<file path="config.mk">
export PLATFORM = sky130hd
export DESIGN_NAME = hll_fe
export DESIGN_NICKNAME = d
export VERILOG_FILES = /design/src/hw/rtl/hll_pkg.sv /design/src/hw/rtl/hll_fe.sv
export SDC_FILE = /design/constraint.sdc
export NUM_CORES = 1
export LEC_CHECK = 0
export BUFFER_PORTS_ARGS = -buffer_cell sky130_fd_sc_hd__buf_2
export CAP_MARGIN = 40
export CELL_PAD_IN_SITES_DETAIL_PLACEMENT = 0
export CELL_PAD_IN_SITES_GLOBAL_PLACEMENT = 1
export CORE_MARGIN = 10
export CORE_UTILIZATION = 47
export DETAILED_ROUTE_END_ITERATION = 8
export GPL_TIMING_DRIVEN = 0
export MAX_ROUTING_LAYER = met4
export PLACE_DENSITY_LB_ADDON = 0.1
export SLEW_MARGIN = 20
export SYNTH_ARGS = -nofsm -noshare
export SYNTH_HDL_FRONTEND = slang
export SYNTH_SLANG_ARGS = --single-unit
</file>
<file path="constraint.sdc">
create_clock -name vclk -period 10.3
set_input_delay 2.06 -clock vclk [all_inputs]
set_output_delay 2.06 -clock vclk [all_outputs]
set_load 0.01 [all_outputs]
</file>
<file path="src/hw/rtl/hll_pkg.sv">
// hll_pkg: shared types, constants and helper functions for the hyperloglog sketch
// no dependencies
package hll_pkg;

    localparam int MAX_PRECISION = 14;
    localparam int IDX_W         = MAX_PRECISION;
    localparam int DEPTH         = 1 << MAX_PRECISION;
    localparam int SUM_W         = MAX_PRECISION + 34;
    localparam int FIFO_DEPTH    = 4;
    localparam int FIFO_AW       = $clog2(FIFO_DEPTH);

    localparam logic [3:0] P_MIN   = 4'd4;
    localparam logic [3:0] P_MAX   = 4'(MAX_PRECISION);
    localparam logic [3:0] P_RESET = 4'd14;

    localparam logic [1:0] OP_INSERT   = 2'd0;
    localparam logic [1:0] OP_MERGE    = 2'd1;
    localparam logic [1:0] OP_ESTIMATE = 2'd2;
    localparam logic [1:0] OP_NOP      = 2'd3;

    localparam logic [1:0] CORR_RAW    = 2'd0;
    localparam logic [1:0] CORR_LINEAR = 2'd1;
    localparam logic [1:0] CORR_LARGE  = 2'd2;

    localparam logic [5:0]  RANK_MAX = 6'd33;
    localparam logic [31:0] LN2_Q32  = 32'd2977044472;

    localparam longint unsigned A4 = ((64'd673 << 32) + 64'd500) / 64'd1000;
    localparam longint unsigned A5 = ((64'd697 << 32) + 64'd500) / 64'd1000;
    localparam longint unsigned A6 = ((64'd709 << 32) + 64'd500) / 64'd1000;
    localparam longint unsigned D7  = 64'd10 * (64'd1000 * 64'd128 + 64'd1079);
    localparam longint unsigned D8  = 64'd10 * (64'd1000 * 64'd256 + 64'd1079);
    localparam longint unsigned D9  = 64'd10 * (64'd1000 * 64'd512 + 64'd1079);
    localparam longint unsigned D10 = 64'd10 * (64'd1000 * 64'd1024 + 64'd1079);
    localparam longint unsigned D11 = 64'd10 * (64'd1000 * 64'd2048 + 64'd1079);
    localparam longint unsigned D12 = 64'd10 * (64'd1000 * 64'd4096 + 64'd1079);
    localparam longint unsigned D13 = 64'd10 * (64'd1000 * 64'd8192 + 64'd1079);
    localparam longint unsigned D14 = 64'd10 * (64'd1000 * 64'd16384 + 64'd1079);
    localparam longint unsigned A7  = (((64'd7213 * 64'd128) << 32) + D7 / 2) / D7;
    localparam longint unsigned A8  = (((64'd7213 * 64'd256) << 32) + D8 / 2) / D8;
    localparam longint unsigned A9  = (((64'd7213 * 64'd512) << 32) + D9 / 2) / D9;
    localparam longint unsigned A10 = (((64'd7213 * 64'd1024) << 32) + D10 / 2) / D10;
    localparam longint unsigned A11 = (((64'd7213 * 64'd2048) << 32) + D11 / 2) / D11;
    localparam longint unsigned A12 = (((64'd7213 * 64'd4096) << 32) + D12 / 2) / D12;
    localparam longint unsigned A13 = (((64'd7213 * 64'd8192) << 32) + D13 / 2) / D13;
    localparam longint unsigned A14 = (((64'd7213 * 64'd16384) << 32) + D14 / 2) / D14;

    typedef struct packed {
        logic [1:0]  opcode;
        logic [31:0] hash_value;
        logic [13:0] reg_index;
        logic [5:0]  reg_value;
    } in_t;

    typedef struct packed {
        logic [47:0] estimate_q16;
        logic        saturated;
        logic [1:0]  correction_used;
    } out_t;

    typedef struct packed {
        logic             est;
        logic [IDX_W-1:0] idx;
        logic [5:0]       val;
    } cmd_t;

    function automatic logic [3:0] eff_p(logic [3:0] v);
        logic [3:0] r;
        r = v;
        if (r < P_MIN) r = P_MIN;
        if (r > P_MAX) r = P_MAX;
        return r;
    endfunction

    function automatic logic [31:0] alpha_q32(logic [3:0] p);
        logic [31:0] a;
        case (p)
            4'd4:    a = A4[31:0];
            4'd5:    a = A5[31:0];
            4'd6:    a = A6[31:0];
            4'd7:    a = A7[31:0];
            4'd8:    a = A8[31:0];
            4'd9:    a = A9[31:0];
            4'd10:   a = A10[31:0];
            4'd11:   a = A11[31:0];
            4'd12:   a = A12[31:0];
            4'd13:   a = A13[31:0];
            default: a = A14[31:0];
        endcase
        return a;
    endfunction

endpackage

</file>
<file path="src/hw/rtl/hll_fe.sv">
// hll_fe: front end, accepts beats and turns them into register update or estimate commands
// depends on hll_pkg
module hll_fe (
    input  logic          s_valid,
    output logic          s_ready,
    input  hll_pkg::in_t  s_data,
    input  logic [3:0]    p,
    input  logic          clr_done,
    input  logic          push_ready,
    output logic          push_valid,
    output hll_pkg::cmd_t push_cmd
);
    import hll_pkg::*;

    logic [31:0]    hidx;
    logic [31:0]    hb;
    logic [5:0]     rank;
    logic [IDX_W:0] m;
    logic           keep;
    logic [5:0]     mval;

    always_comb begin
        hidx = s_data.hash_value >> (6'd32 - {2'b0, p});
        hb   = s_data.hash_value << p;
        rank = RANK_MAX;
        for (int i = 0; i < 32; i++) begin
            if (hb[i]) rank = 6'(32 - i);
        end
        m    = (IDX_W+1)'(1) << p;
        mval = (s_data.reg_value > RANK_MAX) ? RANK_MAX : s_data.reg_value;

        push_cmd = '0;
        keep     = 1'b0;
        case (s_data.opcode)
            OP_INSERT: begin
                keep         = 1'b1;
                push_cmd.idx = hidx[IDX_W-1:0] & IDX_W'(m - 1'b1);
                push_cmd.val = rank;
            end
            OP_MERGE: begin
                keep         = ({1'b0, s_data.reg_index} < m);
                push_cmd.idx = s_data.reg_index;
                push_cmd.val = mval;
            end
            OP_ESTIMATE: begin
                keep         = 1'b1;
                push_cmd.est = 1'b1;
            end
            default: keep = 1'b0;
        endcase
    end

    assign s_ready    = push_ready & clr_done;
    assign push_valid = s_valid & s_ready & keep;
endmodule

</file>
==> qor.csv, run 1 <==
stage,metric,value,unit
pwr,ir_drop,0.0000305,V
synth,syn_area,4370,sq um
place,placed_cell_area,4920,sq um
global_route,track_usage,26.2,%
synth,synth_area_leaders,"mux4_2 23%, mux2i_1 8.3%, mux2_2 6.4%",
detailed_routing,dr.pass1.iters,5,
worst_setup_path,critPathKind,in2out,
timing,fin_crit,8.90,ns
timing,finalHoldViolations,0,
synth,synth.avg_cell_area,7.88,sq um
finish,area_delta_synth_final,12.7,%
synth,synth_top_area_share,22.7,%
place,dpl.hpwl,14.2,mm
finish,layout_common_cells,"97 x buf_2, 68 x nand2_1, 44 x mux4_2",
global_route,first_global_vias,4929,
detailed_routing,routed_wl,17.8,mm
die,dieWidth,116,um
die,die_height,116,um
die,coreArea,9150,sq um
clock_tree,post-cts-setup-buffer-count,0,
timing,slew_viol_final,0,
worst_setup_path,worstSetupStartpoint,p[0],
finish,area.sequential,0,sq um
worst_setup_path,cpMostUsedCell,clkbuf_1,
finish,nNetsFinal,719,
finish,nFlopsAndLatches,0,
die,ioPinCount,84,
detailed_routing,route.detailed.drc,0,
timing,finalSetupViolCount,0,
worst_setup_path,cp_slowest_cell,clkbuf_1,
detailed_routing,drtIter0Drc,658,
global_route,antenna_found_initial,0,
place,gp_congestion,1.01,
finish,diodes,0,
worst_setup_path,cp_max_fo,11,
global_route,grt_pass1_wl,27.6,mm
clock_tree,cts_resized,0,
job,cap_violations,0,
synth,synth_cells,554,
timing,rsz0062_at_grt,no,
synth,yosysTopAreaCell,mux4_2,
detailed_routing,viasPerCell,6.88,
worst_hold_path,min_path_type,in2out,
synth,synthDistinctLibCells,67,
run_status,status,completed,
global_route,gr-total-overflow,0,
worst_setup_path,crit_path_end_kind,primary output,
die,die-area,13500,sq um
worst_setup_path,start_kind,input pin,
timing,fin_setup_tns,0,ns
place,port_buffers,82,
finish,clock_buffer_count,0,
worst_setup_path,critical_path_required,8.24,ns
timing,worstMarginPinSlew,0.742,ns
die,row_count,35,
worst_setup_path,critPathTopFamily,buffers and inverters,
pwr,p_leak,1.97,nW
pwr,powerDensity,58.1,nW/um^2
die,start_util,47.7,%
synth,syn_nets,635,
timing,fmax,112,MHz
worst_setup_path,critical_path_arrival,6.84,ns
worst_setup_path,path_cells,buf_2 > buf_6 > buf_8 > buf_4 > buf_2 > inv_1 > clkbuf_1 > ha_1 > clkbuf_1 > clkbuf_1 > clkbuf_1 > mux2i_1 > nor2_1 > a21oi_1 > nor2_1 > a211oi_1 > a211oi_1 > o221ai_1 > nand2_1 > buf_2,
detailed_routing,ant_nets,0,
finish,drive_gt1_share,28.3,%
global_route,grt_max_degree,12,
finish,fillerInstances,894,
timing,fin_crit_sh,86.4,%
synth,ys_seq_area_share,0,%
worst_setup_path,critPathBufInv,11,
worst_setup_path,crit_path_max_incr_delay,0.53,ns
clock_tree,cts_hold_buf,0,
worst_hold_path,hp-start,s_data[10],
timing,relSlewSlack,50.5,%
synth,yosysWarnings,0,
finish,final_common_cell,buf_2,
detailed_routing,avgRoutedWirePerCell,23.9,um
detailed_routing,vias,5137,
finish,final_area,4920,sq um
-- report_power, final --
group | switching, mW | leakage [nW] | total, mW | internal [mW]
Clock | 0 | 0 | 0 | 0
Combinational | 0.167 | 1.97 | 0.286 | 0.119
Sequential | 0 | 0 | 0 | 0
-- cell families after synthesis --
logic type,share of synthesized area [%]
AND/OR/NAND/NOR,21.1
buffers and inverters,6.62
multiplexers,40.1
adder cells (fa/ha/maj),5.73
AO/OA/AOI/OAI,24.6
XOR/XNOR,1.81
-- metal layers --
metal	global-route usage (%)	part of all wire, %
met1	37.4	45
met2	37.6	42
met3	3.65	10
met4	6.84	2.7
met5	-	0
-- stage by stage --
step / hold WS, ns / util [%] / setup slack (ns) / power (mW) / std cells
3_3_place_gp: 4.43 / 53.7 / 1.46 / 0.276 / 747
5_1_grt: 4.46 / 53.8 / 1.09 / 0.307 / 747
3_5_place_dp: 4.44 / 53.8 / 1.45 / 0.278 / 747
2_1_floorplan: 4.23 / - / 2.82 / 0.190 / 554
6_report: 4.43 / 53.8 / 1.40 / 0.286 / 747
4_1_cts: 4.44 / 53.8 / 1.44 / 0.279 / 747
-- area by class of cell --
class                           instances  area (sq um)  share of cell area, %
Multi-Input combinational cell        490          4080                   83.0
Inverter                               14          52.6                   1.07
Buffer                                 50           236                   4.81
Tap cell                              111           139                   2.82
Timing Repair Buffer                   82           410                   8.34
-- worst paths after layout --
check                 endpoint  slack, ns  cells past startpoint
hold / removal    push_cmd[10]       4.43                      4
setup / recovery  push_cmd[10]       1.40                     20
-- cell usage after synthesis, types with 4 or more instances --
library cell  count
inv_1            12
nand2_1          68
buf_1             6
ha_1             20
a31oi_1           7
o211ai_1          8
nor2b_1          12
nor3_1           12
nand3b_1          8
clkbuf_1         25
nand3_1          16
nand2b_1          7
o31a_1            4
nor3b_1           5
a32o_1            9
xor2_1            5
a22o_1            5
o21a_1            8
mux4_2           44
mux2_2           25
o21ai_0          40
a211oi_1         10
and2_1            4
o22ai_1           4
nor2_1           41
a21oi_1          35
buf_2            15
xnor2_1           4
mux2i_1          36
No activity file was read; power rests on OpenSTA's default activity.
==> run 2: changes to the inputs <==
--- a/config.mk
+++ b/config.mk
@@ -7,10 +7,10 @@
 export LEC_CHECK = 0
 export BUFFER_PORTS_ARGS = -buffer_cell sky130_fd_sc_hd__buf_2
 export CAP_MARGIN = 40
-export CELL_PAD_IN_SITES_DETAIL_PLACEMENT = 0
+export CELL_PAD_IN_SITES_DETAIL_PLACEMENT = 1
 export CELL_PAD_IN_SITES_GLOBAL_PLACEMENT = 1
 export CORE_MARGIN = 10
-export CORE_UTILIZATION = 47
+export CORE_UTILIZATION = 45
 export DETAILED_ROUTE_END_ITERATION = 8
 export GPL_TIMING_DRIVEN = 0
 export MAX_ROUTING_LAYER = met4
==> run 2 against run 1 <==
Net effect: design area grew 0.46%; clock-buffer cell count is the same; setup slack got worse by 0.11 ns; flip-flop and latch count did not move; first-iteration DRC count is 15% lower; critical path type unchanged; critical endpoint unchanged; highest routed layer unchanged.
==> qor.csv, run 2 (synthesized netlist as in run 1, its figures left out) <==
stage,metric,value,unit
run_status,status,completed,
detailed_routing,route.detailed.drc,0,
job,cap_violations,0,
finish,diodes,0,
global_route,track_usage,26.7,%
timing,finalSetupViolCount,0,
worst_hold_path,min_path_type,in2out,
pwr,fin_total_pwr,0.293,mW
detailed_routing,dr.pass1.iters,5,
place,dpl.hpwl,15.6,mm
global_route,first_global_vias,5303,
worst_setup_path,critical_path_required,8.24,ns
worst_setup_path,critical_path_arrival,6.96,ns
worst_hold_path,worstHoldPathCells,3,
detailed_routing,avgRoutedWirePerCell,25.5,um
global_route,grt_pass1_wl,30.6,mm
die,row_count,35,
global_route,gr-total-overflow,0,
finish,area.sequential,0,sq um
worst_setup_path,cp_max_fo,11,
worst_setup_path,critPathBufInv,11,
timing,slew_viol_final,0,
place,port_buffers,82,
timing,fin_crit,9.02,ns
worst_setup_path,cp_slowest_cell,clkbuf_1,
timing,rsz0062_at_grt,no,
timing,hold_slack,4.44,ns
worst_setup_path,path_depth,20,
finish,post-route-util,53.0,%
timing,relSlewSlack,48.9,%
worst_setup_path,crit_path_end_kind,primary output,
pwr,sw_frac_of_total,59.2,%
pwr,powerDensity,59.2,nW/um^2
detailed_routing,viasPerCell,6.96,
worst_setup_path,path_cells,buf_2 > buf_6 > buf_8 > buf_4 > buf_2 > inv_1 > clkbuf_1 > ha_1 > clkbuf_1 > clkbuf_1 > clkbuf_1 > mux2i_1 > nor2_1 > a21oi_1 > nor2_1 > a211oi_1 > a211oi_1 > o221ai_1 > nand2_1 > buf_2,
pwr,switchingPower,0.173,mW
timing,worstMarginPinSlew,0.764,ns
worst_setup_path,crit_path_max_incr_delay,0.55,ns
finish,nNetsFinal,719,
detailed_routing,wl_met2,8.69,mm
clock_tree,cts_hold_buf,0,
timing,finalHoldViolations,0,
die,coreArea,9330,sq um
detailed_routing,wl_met1,8.65,mm
die,start_util,46.8,%
finish,layout_common_cells,"97 x buf_2, 68 x nand2_1, 44 x mux4_2",
die,die_height,119,um
place,gp_congestion,0.978,
detailed_routing,vias,5327,
die,die-area,14000,sq um
pwr,clock_power_share,0,%
detailed_routing,routed_wl,19.5,mm
finish,fillerInstances,1229,
timing,fin_crit_sh,87.5,%
pwr,ir_drop,0.0000333,V
finish,nFlopsAndLatches,0,
detailed_routing,drtIter0Drc,559,
worst_setup_path,cpMostUsedCell,clkbuf_1,
pwr,intPower,0.119,mW
die,ioPinCount,84,
detailed_routing,maxUsedRoutingLayer,met4,
worst_setup_path,critPathTopFamily,buffers and inverters,
die,dieWidth,119,um
global_route,antenna_found_initial,0,
timing,fmax,111,MHz
pwr,seq_power_share,0,%
place,placed_cell_area,4940,sq um
clock_tree,cts_resized,0,
detailed_routing,wl_met3,1.76,mm
timing,fin_setup_tns,0,ns
finish,area_delta_synth_final,13.2,%
global_route,grt_max_degree,12,
pwr,p_leak,1.97,nW
pwr,pwr-share-comb,100.0,%
finish,clock_buffer_count,0,
finish,final_common_cell,buf_2,
finish,final_area,4940,sq um
worst_setup_path,critPathKind,in2out,
finish,multi_input_area,4080,sq um
worst_setup_path,start_kind,input pin,
detailed_routing,ant_nets,0,
clock_tree,post-cts-setup-buffer-count,0,
finish,drive_gt1_share,28.3,%
run 2: metal layers:
metal | global-route usage, % | vias up
met5 | - | -
met4 | 4.89 | 0
met3 | 3.05 | 26
li1 | - | 2334
met2 | 40.7 | 356
met1 | 37.5 | 2611
run 2: path summary, 6_finish.rpt:
check	start	to	slack, ns
setup / recovery	p[0]	push_cmd[10]	1.28
hold / removal	s_data[11]	push_cmd[11]	4.44
run 2: power groups by stage:
stage	logic, mW	registers, mW	clock network [mW]
floorplan	0.190	0	0
global placement	0.276	0	0
detailed placement	0.284	0	0
CTS	0.285	0	0
global route	0.313	0	0
finish	0.293	0	0
run 2: per-stage QoR:
stage / setup WS, ns / cells
floorplan: 2.82 / 554
global placement: 1.56 / 765
detailed placement: 1.38 / 765
CTS: 1.37 / 765
global route: 0.970 / 765
finish: 1.28 / 765
run 2: final cells by class:
class | instances | area share (%)
Multi-Input combinational cell | 490 | 82.6
Timing Repair Buffer | 82 | 8.30
Buffer | 50 | 4.78
Tap cell | 129 | 3.27
Inverter | 14 | 1.06
run 2: tightest hold or removal path, cell delays in order:
cell	delay, ns
buf_2	0.09
a32o_1	0.11
buf_2	0.12
