### src/hw/rtl/hll_pkg.sv
// hll_pkg: shared types, constants and helper functions for the hyperloglog sketch
// no dependencies
package hll_pkg;

    localparam int MAX_PRECISION = 14;
    localparam int IDX_W         = MAX_PRECISION;
    localparam int DEPTH         = 1 << MAX_PRECISION;
    localparam int SUM_W         = MAX_PRECISION + 34;
    localparam int FIFO_DEPTH    = 4;
    localparam int FIFO_AW       = $clog2(FIFO_DEPTH);

    localparam logic [3:0] P_MIN   = 4'd4;
    localparam logic [3:0] P_MAX   = 4'(MAX_PRECISION);
    localparam logic [3:0] P_RESET = 4'd14;

    localparam logic [1:0] OP_INSERT   = 2'd0;
    localparam logic [1:0] OP_MERGE    = 2'd1;
    localparam logic [1:0] OP_ESTIMATE = 2'd2;
    localparam logic [1:0] OP_NOP      = 2'd3;

    localparam logic [1:0] CORR_RAW    = 2'd0;
    localparam logic [1:0] CORR_LINEAR = 2'd1;
    localparam logic [1:0] CORR_LARGE  = 2'd2;

    localparam logic [5:0]  RANK_MAX = 6'd33;
    localparam logic [31:0] LN2_Q32  = 32'd2977044472;

    localparam longint unsigned A4 = ((64'd673 << 32) + 64'd500) / 64'd1000;
    localparam longint unsigned A5 = ((64'd697 << 32) + 64'd500) / 64'd1000;
    localparam longint unsigned A6 = ((64'd709 << 32) + 64'd500) / 64'd1000;
    localparam longint unsigned D7  = 64'd10 * (64'd1000 * 64'd128 + 64'd1079);
    localparam longint unsigned D8  = 64'd10 * (64'd1000 * 64'd256 + 64'd1079);
    localparam longint unsigned D9  = 64'd10 * (64'd1000 * 64'd512 + 64'd1079);
    localparam longint unsigned D10 = 64'd10 * (64'd1000 * 64'd1024 + 64'd1079);
    localparam longint unsigned D11 = 64'd10 * (64'd1000 * 64'd2048 + 64'd1079);
    localparam longint unsigned D12 = 64'd10 * (64'd1000 * 64'd4096 + 64'd1079);
    localparam longint unsigned D13 = 64'd10 * (64'd1000 * 64'd8192 + 64'd1079);
    localparam longint unsigned D14 = 64'd10 * (64'd1000 * 64'd16384 + 64'd1079);
    localparam longint unsigned A7  = (((64'd7213 * 64'd128) << 32) + D7 / 2) / D7;
    localparam longint unsigned A8  = (((64'd7213 * 64'd256) << 32) + D8 / 2) / D8;
    localparam longint unsigned A9  = (((64'd7213 * 64'd512) << 32) + D9 / 2) / D9;
    localparam longint unsigned A10 = (((64'd7213 * 64'd1024) << 32) + D10 / 2) / D10;
    localparam longint unsigned A11 = (((64'd7213 * 64'd2048) << 32) + D11 / 2) / D11;
    localparam longint unsigned A12 = (((64'd7213 * 64'd4096) << 32) + D12 / 2) / D12;
    localparam longint unsigned A13 = (((64'd7213 * 64'd8192) << 32) + D13 / 2) / D13;
    localparam longint unsigned A14 = (((64'd7213 * 64'd16384) << 32) + D14 / 2) / D14;

    typedef struct packed {
        logic [1:0]  opcode;
        logic [31:0] hash_value;
        logic [13:0] reg_index;
        logic [5:0]  reg_value;
    } in_t;

    typedef struct packed {
        logic [47:0] estimate_q16;
        logic        saturated;
        logic [1:0]  correction_used;
    } out_t;

    typedef struct packed {
        logic             est;
        logic [IDX_W-1:0] idx;
        logic [5:0]       val;
    } cmd_t;

    function automatic logic [3:0] eff_p(logic [3:0] v);
        logic [3:0] r;
        r = v;
        if (r < P_MIN) r = P_MIN;
        if (r > P_MAX) r = P_MAX;
        return r;
    endfunction

    function automatic logic [31:0] alpha_q32(logic [3:0] p);
        logic [31:0] a;
        case (p)
            4'd4:    a = A4[31:0];
            4'd5:    a = A5[31:0];
            4'd6:    a = A6[31:0];
            4'd7:    a = A7[31:0];
            4'd8:    a = A8[31:0];
            4'd9:    a = A9[31:0];
            4'd10:   a = A10[31:0];
            4'd11:   a = A11[31:0];
            4'd12:   a = A12[31:0];
            4'd13:   a = A13[31:0];
            default: a = A14[31:0];
        endcase
        return a;
    endfunction

endpackage

### src/hw/rtl/hll_fifo.sv
// hll_fifo: short command queue between front end and back end
// depends on hll_pkg
module hll_fifo (
    input  logic          aclk,
    input  logic          aresetn,
    input  logic          push_valid,
    output logic          push_ready,
    input  hll_pkg::cmd_t push_cmd,
    output logic          pop_valid,
    input  logic          pop_ready,
    output hll_pkg::cmd_t pop_cmd
);
    import hll_pkg::*;

    cmd_t               q_reg [FIFO_DEPTH];
    logic [FIFO_AW-1:0] wp_reg, wp_next, rp_reg, rp_next;
    logic [FIFO_AW:0]   cnt_reg, cnt_next;
    logic               do_push, do_pop;

    assign push_ready = (cnt_reg != (FIFO_AW+1)'(FIFO_DEPTH));
    assign pop_valid  = (cnt_reg != '0);
    assign pop_cmd    = q_reg[rp_reg];
    assign do_push    = push_valid & push_ready;
    assign do_pop     = pop_valid & pop_ready;

    always_comb begin
        wp_next  = do_push ? wp_reg + 1'b1 : wp_reg;
        rp_next  = do_pop ? rp_reg + 1'b1 : rp_reg;
        cnt_next = cnt_reg + (FIFO_AW+1)'(do_push) - (FIFO_AW+1)'(do_pop);
    end

    always_ff @(posedge aclk) begin
        if (!aresetn) begin
            wp_reg  <= '0;
            rp_reg  <= '0;
            cnt_reg <= '0;
        end else begin
            wp_reg  <= wp_next;
            rp_reg  <= rp_next;
            cnt_reg <= cnt_next;
        end
    end

    always_ff @(posedge aclk) begin
        if (do_push) begin
            q_reg[wp_reg] <= push_cmd;
        end
    end
endmodule

### config.mk
export PLATFORM = sky130hd
export DESIGN_NAME = hll_fifo
export DESIGN_NICKNAME = d
export VERILOG_FILES = /design/src/hw/rtl/hll_pkg.sv /design/src/hw/rtl/hll_fifo.sv
export SDC_FILE = /design/constraint.sdc
export NUM_CORES = 1
export LEC_CHECK = 0
export CAP_MARGIN = 40
export CORE_UTILIZATION = 66
export DETAILED_ROUTE_END_ITERATION = 10
export DONT_BUFFER_PORTS = 1
export PLACE_DENSITY = 0.8
export SLEW_MARGIN = 10
export SYNTH_ARGS = -nofsm -noshare
export SYNTH_HDL_FRONTEND = slang
export SYNTH_SLANG_ARGS = --single-unit
### constraint.sdc
create_clock -name aclk -period 5.2 [get_ports aclk]
set_input_delay 1.04 -clock aclk [delete_from_list [all_inputs] [get_ports aclk]]
set_output_delay 1.04 -clock aclk [all_outputs]
set_load 0.02 [all_outputs]
==> run_results.csv, run 1 <==
group,metric,value,unit
status,status,"finished clean",
final_layout,area_growth,11.1,%
setup_path,path_buf_inv,0,
synthesis,synth_cell_types,20,
setup_path,path_class,"reg -> out",
final_layout,fin_util,0.764,
timing,post-route-period-util,0.568,
floorplanning,num_rows,26,
power_and_ir_drop,seqPwrFrac,0.493,
setup_path,endpoint_kind,"output pin",
min_path,hp-class,"reg -> reg",
timing,fmaxAchievable,338,MHz
synthesis,synth_area,3510,um2
global_route,grt_pass1_vias,1552,
global_route,grt_first_pass_wirelength,8200,um
final_layout,fin_nets,200,
clock_tree,clkTransAtPathRegs,0.08,ns
synthesis,ys_ff_latch,93,
global_route,overflow,0,
routing,drc,0,
clock_tree,postCtsSetupBuffers,0,
setup_path,required,4.16,ns
final_layout,insertedDiodeCount,0,
setup_path,r2r_slack,2.72,ns
floorplanning,dieHeight,74.9,um
synthesis,yosysSeqAreaShare,0.770,
global_route,grt_max_degree,22,
final_layout,largest_register_ff_count,84,
floorplanning,core_area,5110,um2
timing,hold_viol_final,0,
global_route,antenna_found_initial,0,
clock_tree,cts.path.max_buffers,2,
power_and_ir_drop,internal-power,1460,uW
timing,rsz0062_at_grt,"false",
setup_path,crit_arrival,1.92,ns
routing,viasPerCell,6.16,
timing,tightest_slew,0.719,ns
power_and_ir_drop,p_comb_frac,0.208,
setup_path,path_cells,"mux4_1",
setup_path,cp-start-kind,"flip-flop",
routing,routed-via-count,1496,
synthesis,syn-num-nets,189,
final_layout,drive_above_1_share,0.249,
timing,maxSlewHeadroom,0.521,
run,maxCapViolCount,0,
clock_tree,cts_hold_buf,0,
synthesis,ys_warn_count,0,
routing,drt-total-wl,5710,um
clock_tree,cts_tree,"built",
routing,firstDrtPassIters,5,
placement,gp_congestion,0.734,
floorplanning,start_util,0.688,
power_and_ir_drop,p_per_area,515,nW/um2
clock_tree,htreeDepth,3,
floorplanning,die_area,5620,um2
setup_path,path_max_fanout,21,
power_and_ir_drop,pwr-share-clk,0.299,
routing,detail_route.wl_per_cell,23.5,um
power_and_ir_drop,vdd_drop_max,0.329,mV
floorplanning,io_pins,48,
clock_tree,cts_root_buffer,"clkbuf_8",
timing,timing.setup.tns,0,ns
timing,drv_slew,0,
clock_tree,numCtsBuffers,9,
floorplanning,chipWidth,74.9,um
power_and_ir_drop,p_sw,550,uW
power_and_ir_drop,p_sw_frac,0.274,
timing,setup_viol,0,
placement,dp_hpwl,3780,um
setup_path,crit_family,"flip-flops",
setup_path,cpPeakStageDelay,0.80,ns
placement,port_buffers,0,
synthesis,syn_area_per_cell,22.4,um2
power_and_ir_drop,power_leakage,0.00125,uW
clock_tree,clk-insertion-delay-late,0.35,ns
synthesis,synth_cells,157,
clock_tree,cts_sinks,93,
global_route,track_usage,0.222,
clock_tree,post_cts_resized,0,
setup_path,cp_slowest_cell,"dfxtp_2",
timing,period_needed,2.96,ns
routing,drt_iter0_drc,70,
routing,ant_nets,0,
timing,finClkSkew,0.00792,ns
## layout make-up
type / count / area [um2]
flip-flops and latches: 93 / 2700
fillers: 268 / 1200
multi-input cells: 54 / 754
clock inverters: 6 / 135
clock buffers: 10 / 128
well taps: 70 / 87.6
repair buffers: 5 / 75.1
inverters: 5 / 18.8
## Yosys cell counts
cell	number	area (um2)
mux4_1	1	26.3
or3_1	1	6.26
nor2b_1	3	18.8
edfxtp_1	84	2520
clkbuf_1	1	3.75
and2_1	7	43.8
ha_1	6	75.1
buf_2	2	10.0
nand2_1	5	18.8
inv_1	5	18.8
mux2i_1	2	20.0
fa_1	1	20.0
o31a_1	1	8.76
mux4_2	20	450
o311ai_2	1	16.3
nor2_1	1	3.75
buf_6	2	22.5
xnor2_1	4	35.0
a21boi_2	1	11.3
dfxtp_1	9	180
## final timing paths
path	depth (start not counted)	endpoint	start
min	2	wp_reg[1]	wp_reg[1]
max	1	pop_cmd[17]	flip-flop
max reg2reg	11	cnt_reg[2]	cnt_reg[1]
min reg2reg	2	wp_reg[1]	wp_reg[1]
## worst reg2reg max path: stages, from the launching register on
cell and delay, ns:
dfxtp_1 0.48, nor2_1 0.12, a21boi_2 0.31, inv_1 0.10, ha_1 0.30, inv_1 0.07
ha_1 0.14, inv_1 0.05, fa_1 0.38, xnor2_1 0.15, xnor2_1 0.13, and2_1 0.16
## cell usage in the layout (no fill, tap or decap)
| cell | instances |
|---|---|
| clkbuf_8 | 9 |
| o311ai_2 | 1 |
| fa_1 | 1 |
| mux4_1 | 1 |
| mux2i_1 | 2 |
| xnor2_1 | 4 |
| dfxtp_1 | 8 |
| and2_1 | 7 |
| nor2_1 | 1 |
| mux4_2 | 20 |
| clkbuf_1 | 1 |
| inv_1 | 5 |
| ha_1 | 6 |
| nand2_1 | 5 |
| nor2b_1 | 3 |
| or3_1 | 1 |
| buf_8 | 5 |
| bufinv_16 | 4 |
| dfxtp_2 | 1 |
| a21boi_2 | 1 |
| clkinvlp_4 | 2 |
| o31a_1 | 1 |
| edfxtp_1 | 84 |
## stage by stage
step / area [um2] / setup slack, ns / hold WS (ns) / power, uW / std cells
finish: 3900 / 2.24 / 0.519 / 2010 / 243
global route: 3900 / 2.11 / 0.564 / 2090 / 243
CTS: 3900 / 2.16 / 0.519 / 2030 / 243
detailed placement: 3640 / 2.28 / 0.507 / 1440 / 227
global placement: 3560 / 2.43 / 0.480 / 1390 / 222
floorplan: 3510 / 2.47 / 0.468 / 1350 / 157
## power by group through the flow
stage          clock [uW]  combinational (uW)  sequential (uW)
2_1_floorplan           0                 391              958
3_3_place_gp            0                 377             1010
3_5_place_dp            0                 425             1010
4_1_cts               611                 427              996
5_1_grt               633                 446             1010
6_report              601                 419              991
## metal layers
layer	global-route usage	vias to the layer above	part of all wire
met1	0.249	788	0.36
met3	0.0643	4	0.065
met2	0.399	54	0.57
met4	0.0881	0	0.0060
met5	0	-	0
li1	-	650	-
## cell families (layout without fill, tap and decap cells)
family	count (synthesis)	after routing	synth area share
compound gates	3	3	0.0103
simple gates	17	17	0.0260
mux	23	23	0.141
buf+inv	10	26	0.0157
fa+ha+maj	7	7	0.0271
xor+xnor	4	4	0.00997
flops	93	93	0.770
Note: power is estimated with default switching activity, not from simulation.
==> inputs of run 2 (changes only) <==
--- a/config.mk
+++ b/config.mk
@@ -5,11 +5,12 @@
 export SDC_FILE = /design/constraint.sdc
 export NUM_CORES = 1
 export LEC_CHECK = 0
+export ABC_AREA = 1
 export CAP_MARGIN = 40
-export CORE_UTILIZATION = 66
+export CORE_UTILIZATION = 56
 export DETAILED_ROUTE_END_ITERATION = 10
 export DONT_BUFFER_PORTS = 1
-export PLACE_DENSITY = 0.8
+export PLACE_DENSITY = 0.72
 export SLEW_MARGIN = 10
 export SYNTH_ARGS = -nofsm -noshare
 export SYNTH_HDL_FRONTEND = slang
==> constraint.sdc (replaced) <==
create_clock -name aclk -period 2.7 [get_ports aclk]
set_input_delay 0.54 -clock aclk [delete_from_list [all_inputs] [get_ports aclk]]
set_output_delay 0.54 -clock aclk [all_outputs]
set_load 0.02 [all_outputs]
==> run_results.csv, run 2 <==
group,metric,value,unit
global_route,grt_util_met3,0.0626,
power_and_ir_drop,pwr-share-clk,0.230,
synthesis,synth_mux_area_frac,0,
clock_tree,cts_sinks,93,
clock_tree,clkTransAtPathRegs,0.09,ns
clock_tree,cts_tree,"built",
routing,viasPerCell,5.52,
floorplanning,dieHeight,82.6,um
setup_path,path_cells,"buf_4 > o21ai_0 > o22ai_1 > buf_4",
floorplanning,num_rows,29,
routing,drt-total-wl,6100,um
power_and_ir_drop,internal-power,2540,uW
final_layout,stdcell_area,3990,um2
synthesis,synth_area_leaders,"edfxtp_1 69%, nor2_1 5.5%, dfxtp_1 5.0%",
power_and_ir_drop,vdd_drop_max,0.453,mV
final_layout,mostFrequentLayoutCell,"edfxtp_1",
floorplanning,die_area,6830,um2
setup_path,cp_slowest_cell,"dfxtp_1",
floorplanning,chipWidth,82.6,um
synthesis,synth-simple-area-share,0.0767,
synthesis,syn-num-nets,301,
synthesis,synth-compound-area-share,0.105,
setup_path,cpPeakStageDelay,0.63,ns
synthesis,synth_area,3640,um2
global_route,track_usage,0.192,
synthesis,synth_xor_area_frac,0,
clock_tree,postCtsSetupBuffers,0,
routing,ant_nets,0,
status,status,"finished clean",
synthesis,synth_cells,269,
clock_tree,htreeDepth,3,
global_route,use_met2,0.326,
setup_path,cp-start-kind,"flip-flop",
power_and_ir_drop,power_leakage,0.00141,uW
clock_tree,numCtsBuffers,9,
synthesis,synthFlopType,"edfxtp_1",
global_route,gr-usage-met1,0.223,
placement,place_area,3800,um2
setup_path,path_class,"reg -> out",
global_route,overflow,0,
clock_tree,cts_root_buffer,"clkbuf_8",
timing,hold_viol_final,0,
final_layout,fin_nets,322,
synthesis,synthAdderAreaFrac,0.0261,
setup_path,r2r-end,"cnt_reg[2]",
timing,finClkSkew,0.00897,ns
timing,period_needed,2.42,ns
floorplanning,io_pins,48,
global_route,grt_max_degree,43,
synthesis,synth_top_area_frac,0.693,
setup_path,crit_path_frequent_cell,"buf_4",
global_route,antenna_found_initial,0,
power_and_ir_drop,p_comb_frac,0.279,
setup_path,crit_end,"pop_cmd[15]",
routing,drc,0,
timing,tightest_slew,0.558,ns
min_path,hp-class,"in -> reg",
synthesis,syn_area_per_cell,13.5,um2
global_route,grt_first_pass_wirelength,9060,um
final_layout,insertedDiodeCount,0,
routing,drt_iter0_drc,115,
floorplanning,start_util,0.576,
setup_path,reg2reg_from,"cnt_reg[1]",
setup_path,crit_arrival,1.88,ns
power_and_ir_drop,p_sw,1220,uW
synthesis,yosysMostFrequentCell,"edfxtp_1",
global_route,top_usage_layer,"met2",
setup_path,required,2.16,ns
routing,detail_route.wl_per_cell,16.4,um
power_and_ir_drop,p_per_area,941,nW/um2
setup_path,r2r_slack,0.53,ns
floorplanning,core_area,6310,um2
power_and_ir_drop,p_sw_frac,0.325,
synthesis,synth_commonest_cells,"84 x edfxtp_1, 53 x nor2_1, 24 x o21ai_1, 21 x o22ai_1, 19 x o21ai_0",
routing,firstDrtPassIters,4,
timing,setup_viol,0,
synthesis,synth_edf_count,84,
timing,timing.setup.tns,0,ns
setup_path,endpoint_kind,"output pin",
power_and_ir_drop,seqPwrFrac,0.491,
synthesis,ys_ff_latch,93,
clock_tree,clk-insertion-delay-late,0.33,ns
final_layout,drive_above_1_share,0.159,
synthesis,synth_async_sr_flop_share,0,
timing,drv_slew,0,
synthesis,yosysSeqAreaShare,0.743,
placement,port_buffers,0,
synthesis,ys_warn_count,0,
clock_tree,post_cts_resized,0,
timing,post-route-period-util,0.897,
final_layout,area_growth,9.73,%
setup_path,r2r_cells,10,
final_layout,largest_register_ff_count,84,
timing,maxSlewHeadroom,0.633,
synthesis,synth_top_area_cell,"edfxtp_1",
synthesis,synth_cell_types,20,
placement,dp_hpwl,3600,um
clock_tree,cts_hold_buf,0,
routing,routed-via-count,2052,
clock_tree,cts.path.max_buffers,2,
final_layout,mostFrequentLayoutCells,"84 x edfxtp_1, 49 x nor2_1, 24 x o21ai_1, 23 x buf_4, 21 x o22ai_1",
global_route,grt_pass1_vias,1910,
run,maxCapViolCount,0,
synthesis,synth_top_family_by_area,"compound AO/OA/AOI/OAI gates",
setup_path,path_max_fanout,22,
placement,gp_congestion,0.687,
timing,rsz0062_at_grt,"false",
timing,fmaxAchievable,413,MHz
[run 2: cells by family (layout without fill, tap and decap cells)]
logic type,count (synthesis),after routing
AO/OA/AOI/OAI,70,70
adder cells (fa/ha/maj),7,7
buffers and inverters,29,55
flip-flops,93,93
AND/OR/NAND/NOR,70,70
[run 2: worst min path at each step]
stage / start / endpoint / slack, ns / cells after the start
2_1_floorplan: rp_reg[0] / flip-flop / 0.45 / 2
3_3_place_gp: rp_reg[0] / rp_reg[0] / 0.47 / 2
3_5_place_dp: rp_reg[0] / rp_reg[0] / 0.48 / 2
4_1_cts: push_cmd[19] / q_reg[3][19] / 0.27 / 0
5_1_grt: push_cmd[18] / q_reg[2][18] / 0.27 / 0
6_report: push_cmd[16] / q_reg[1][16] / 0.29 / 0
[run 2: routing by layer]
layer	share of wire	vias to the layer above
met5	0	-
met4	0.0097	0
met3	0.073	4
met2	0.50	52
met1	0.41	980
li1	-	1016
[run 2: stage by stage]
step	util	hold slack, ns	std cells	total power [uW]	worst slack (ns)
6_report	0.633	0.289	372	3760	0.277
5_1_grt	0.633	0.266	372	3950	0.187
4_1_cts	0.633	0.274	372	3790	0.272
3_5_place_dp	0.603	0.483	356	2940	0.528
3_3_place_gp	0.603	0.466	356	2910	0.613
2_1_floorplan	-	0.448	269	2660	0.603
[run 2: power by group through the flow]
stage / registers, uW / clock network, uW / logic [uW]
floorplan: 1850 / 0 / 811
global placement: 1870 / 0 / 1040
detailed placement: 1880 / 0 / 1060
CTS: 1850 / 880 / 1060
global route: 1870 / 930 / 1160
finish: 1850 / 863 / 1050
[run 2: final cells by class]
type | instances | area [um2]
sequential | 93 | 2700
fill | 482 | 2320
tap | 77 | 96.3
multi-input combinational | 147 | 766
timing repair buffer | 23 | 173
clock buffer | 10 | 128
inverter | 16 | 67.6
clock inverter | 6 | 61.3
[run 2: critical path: cells and delay by family (launching register included)]
family / cells / cell delay, ns
DFF: 1 / 0.63
AOI/OAI and AO/OA: 2 / 0.39
buffers and inverters: 2 / 0.53
==> inputs of run 3 (changes only) <==
--- a/config.mk
+++ b/config.mk
@@ -5,8 +5,8 @@
 export SDC_FILE = /design/constraint.sdc
 export NUM_CORES = 1
 export LEC_CHECK = 0
-export ABC_AREA = 1
 export CAP_MARGIN = 40
+export CORE_MARGIN = 4
 export CORE_UTILIZATION = 56
 export DETAILED_ROUTE_END_ITERATION = 10
 export DONT_BUFFER_PORTS = 1
==> run_results.csv, run 3 (same netlist as run 1, synthesis figures left out) <==
group,metric,value,unit
timing,layout_setup_ws,0.227,ns
timing,setup_viol,0,
setup_path,path_class,"reg -> reg",
setup_path,endpoint_kind,"flip-flop",
placement,place_area,3620,um2
timing,timing.setup.tns,0,ns
global_route,overflow,0,
setup_path,r2r_cells,11,
global_route,grt_first_pass_wirelength,8560,um
timing,drv_slew,0,
timing,period_needed,2.47,ns
global_route,antenna_found_initial,0,
power_and_ir_drop,finalPower,3650,uW
routing,ant_nets,0,
min_path,hp-class,"in -> reg",
routing,drt_iter0_drc,86,
setup_path,r2r_slack,0.23,ns
timing,post-route-period-util,0.916,
clock_tree,htreeDepth,3,
floorplanning,num_rows,28,
global_route,grt_max_degree,22,
final_layout,insertedDiodeCount,0,
placement,dpl_worst_slack,0.218,ns
final_layout,n_fill_cell,407,
power_and_ir_drop,vdd_drop_max,0.526,mV
routing,firstDrtPassIters,4,
clock_tree,post_cts_resized,0,
setup_path,required,2.94,ns
setup_path,r2r-end,"cnt_reg[2]",
floorplanning,core_area,5990,um2
setup_path,crit_end,"cnt_reg[2]",
setup_path,reg2reg_from,"cnt_reg[1]",
final_layout,mostFrequentLayoutCell,"edfxtp_1",
floorplanning,die_area,7600,um2
timing,rsz0062_at_grt,"false",
floorplanning,dieHeight,87.2,um
placement,gp_congestion,0.697,
routing,drt-total-wl,5290,um
run,maxCapViolCount,0,
setup_path,path_max_fanout,7,
routing,drc,0,
status,status,"finished clean",
final_layout,drive_above_1_share,0.251,
timing,finClkSkew,0.00750,ns
global_route,track_usage,0.159,
floorplanning,chipWidth,87.2,um
placement,dp_hpwl,3470,um
clock_tree,cts.path.max_buffers,2,
timing,holdWs,0.288,ns
clock_tree,cts_tree,"built",
timing,maxSlewHeadroom,0.784,
final_layout,largest_register_ff_count,84,
global_route,grt_pass1_vias,1611,
final_layout,stdcell_area,3830,um2
floorplanning,start_util,0.586,
clock_tree,postCtsSetupBuffers,0,
final_layout,fin_nets,202,
clock_tree,numCtsBuffers,9,
clock_tree,cts_sinks,93,
power_and_ir_drop,power_leakage,0.00124,uW
routing,viasPerCell,5.84,
setup_path,cp-start-kind,"flip-flop",
timing,tightest_slew,0.322,ns
routing,routed-via-count,1459,
routing,detail_route.wl_per_cell,21.2,um
setup_path,crit_arrival,2.71,ns
floorplanning,io_pins,48,
clock_tree,cts_root_buffer,"clkbuf_8",
timing,hold_viol_final,0,
final_layout,mostFrequentLayoutCells,"84 x edfxtp_1, 20 x mux4_2, 9 x clkbuf_8, 8 x dfxtp_1",
placement,port_buffers,0,
setup_path,crit_start,"cnt_reg[1]",
clock_tree,cts_hold_buf,0,
clock_tree,clkTransAtPathRegs,0.08,ns
final_layout,area_growth,9.05,%
clock_tree,clk-insertion-delay-late,0.34,ns
power_and_ir_drop,p_per_area,953,nW/um2
timing,fmaxAchievable,404,MHz
==> run 3: cell count changes in the layout (fill, tap and decap cells not counted), sizes merged, moves of 2 or more <==
cell	before	now
a21oi	4	0
and2	0	7
buf	23	7
inv	17	5
mux2i	0	2
mux4	0	21
nand2	13	5
nand3	3	0
nor2	54	1
nor2b	0	3
o21ai	43	0
o22ai	21	0
xnor2	0	4
==> run 3: stage by stage <==
| stage | util | std cells |
|---|---|---|
| 2_1_floorplan | - | 157 |
| 6_report | 0.639 | 250 |
| 4_1_cts | 0.639 | 250 |
| 3_3_place_gp | 0.605 | 234 |
| 3_5_place_dp | 0.605 | 234 |
| 5_1_grt | 0.639 | 250 |
==> run 3: worst min-delay path by stage <==
stage / from / to / slack (ns) / depth (start not counted)
global placement: wp_reg[1] / wp_reg[1] / 0.48 / 2
global route: push_cmd[15] / q_reg[2][15] / 0.26 / 0
floorplan: wp_reg[1] / wp_reg[1] / 0.47 / 2
detailed placement: wp_reg[1] / wp_reg[1] / 0.51 / 2
CTS: push_cmd[1] / q_reg[2][1] / 0.27 / 0
finish: push_cmd[1] / q_reg[2][1] / 0.29 / 0
==> run 3: metal layers <==
metal | global-route usage | routed length, um | up-vias
met5 | 0 | 0 | -
met4 | 0.0837 | 120 | 0
met3 | 0.0492 | 307 | 11
met2 | 0.274 | 2860 | 37
met1 | 0.177 | 2010 | 758
li1 | - | - | 653
==> run 3: area by class of cell <==
class	count	area [um2]	area share
clock inverter	5	75.1	0.0196
multi-input combinational	54	754	0.197
clock buffer	11	131	0.0343
sequential	93	2700	0.706
tap	75	93.8	0.0245
timing repair buffer	7	52.6	0.0137
inverter	5	18.8	0.00490
==> run 3: where the power goes <==
| group | leakage, uW | total (uW) | internal (uW) | switching [uW] |
|---|---|---|---|---|
| clock network | 0.000107 | 947 | 518 | 429 |
| registers | 0.000844 | 1850 | 1750 | 94.2 |
| logic | 0.000285 | 855 | 350 | 505 |
| total | 0.00124 | 3650 | 2620 | 1030 |
==> run 3: worst max-delay path, stage by stage, from the launching register on <==
cell and delay (ns):
dfxtp_1 0.48, nor2_1 0.12, a21boi_2 0.32, inv_1 0.08, ha_1 0.29, inv_1 0.06, ha_1 0.14, inv_1 0.05
fa_1 0.37, xnor2_1 0.21, xnor2_1 0.09, and2_1 0.16
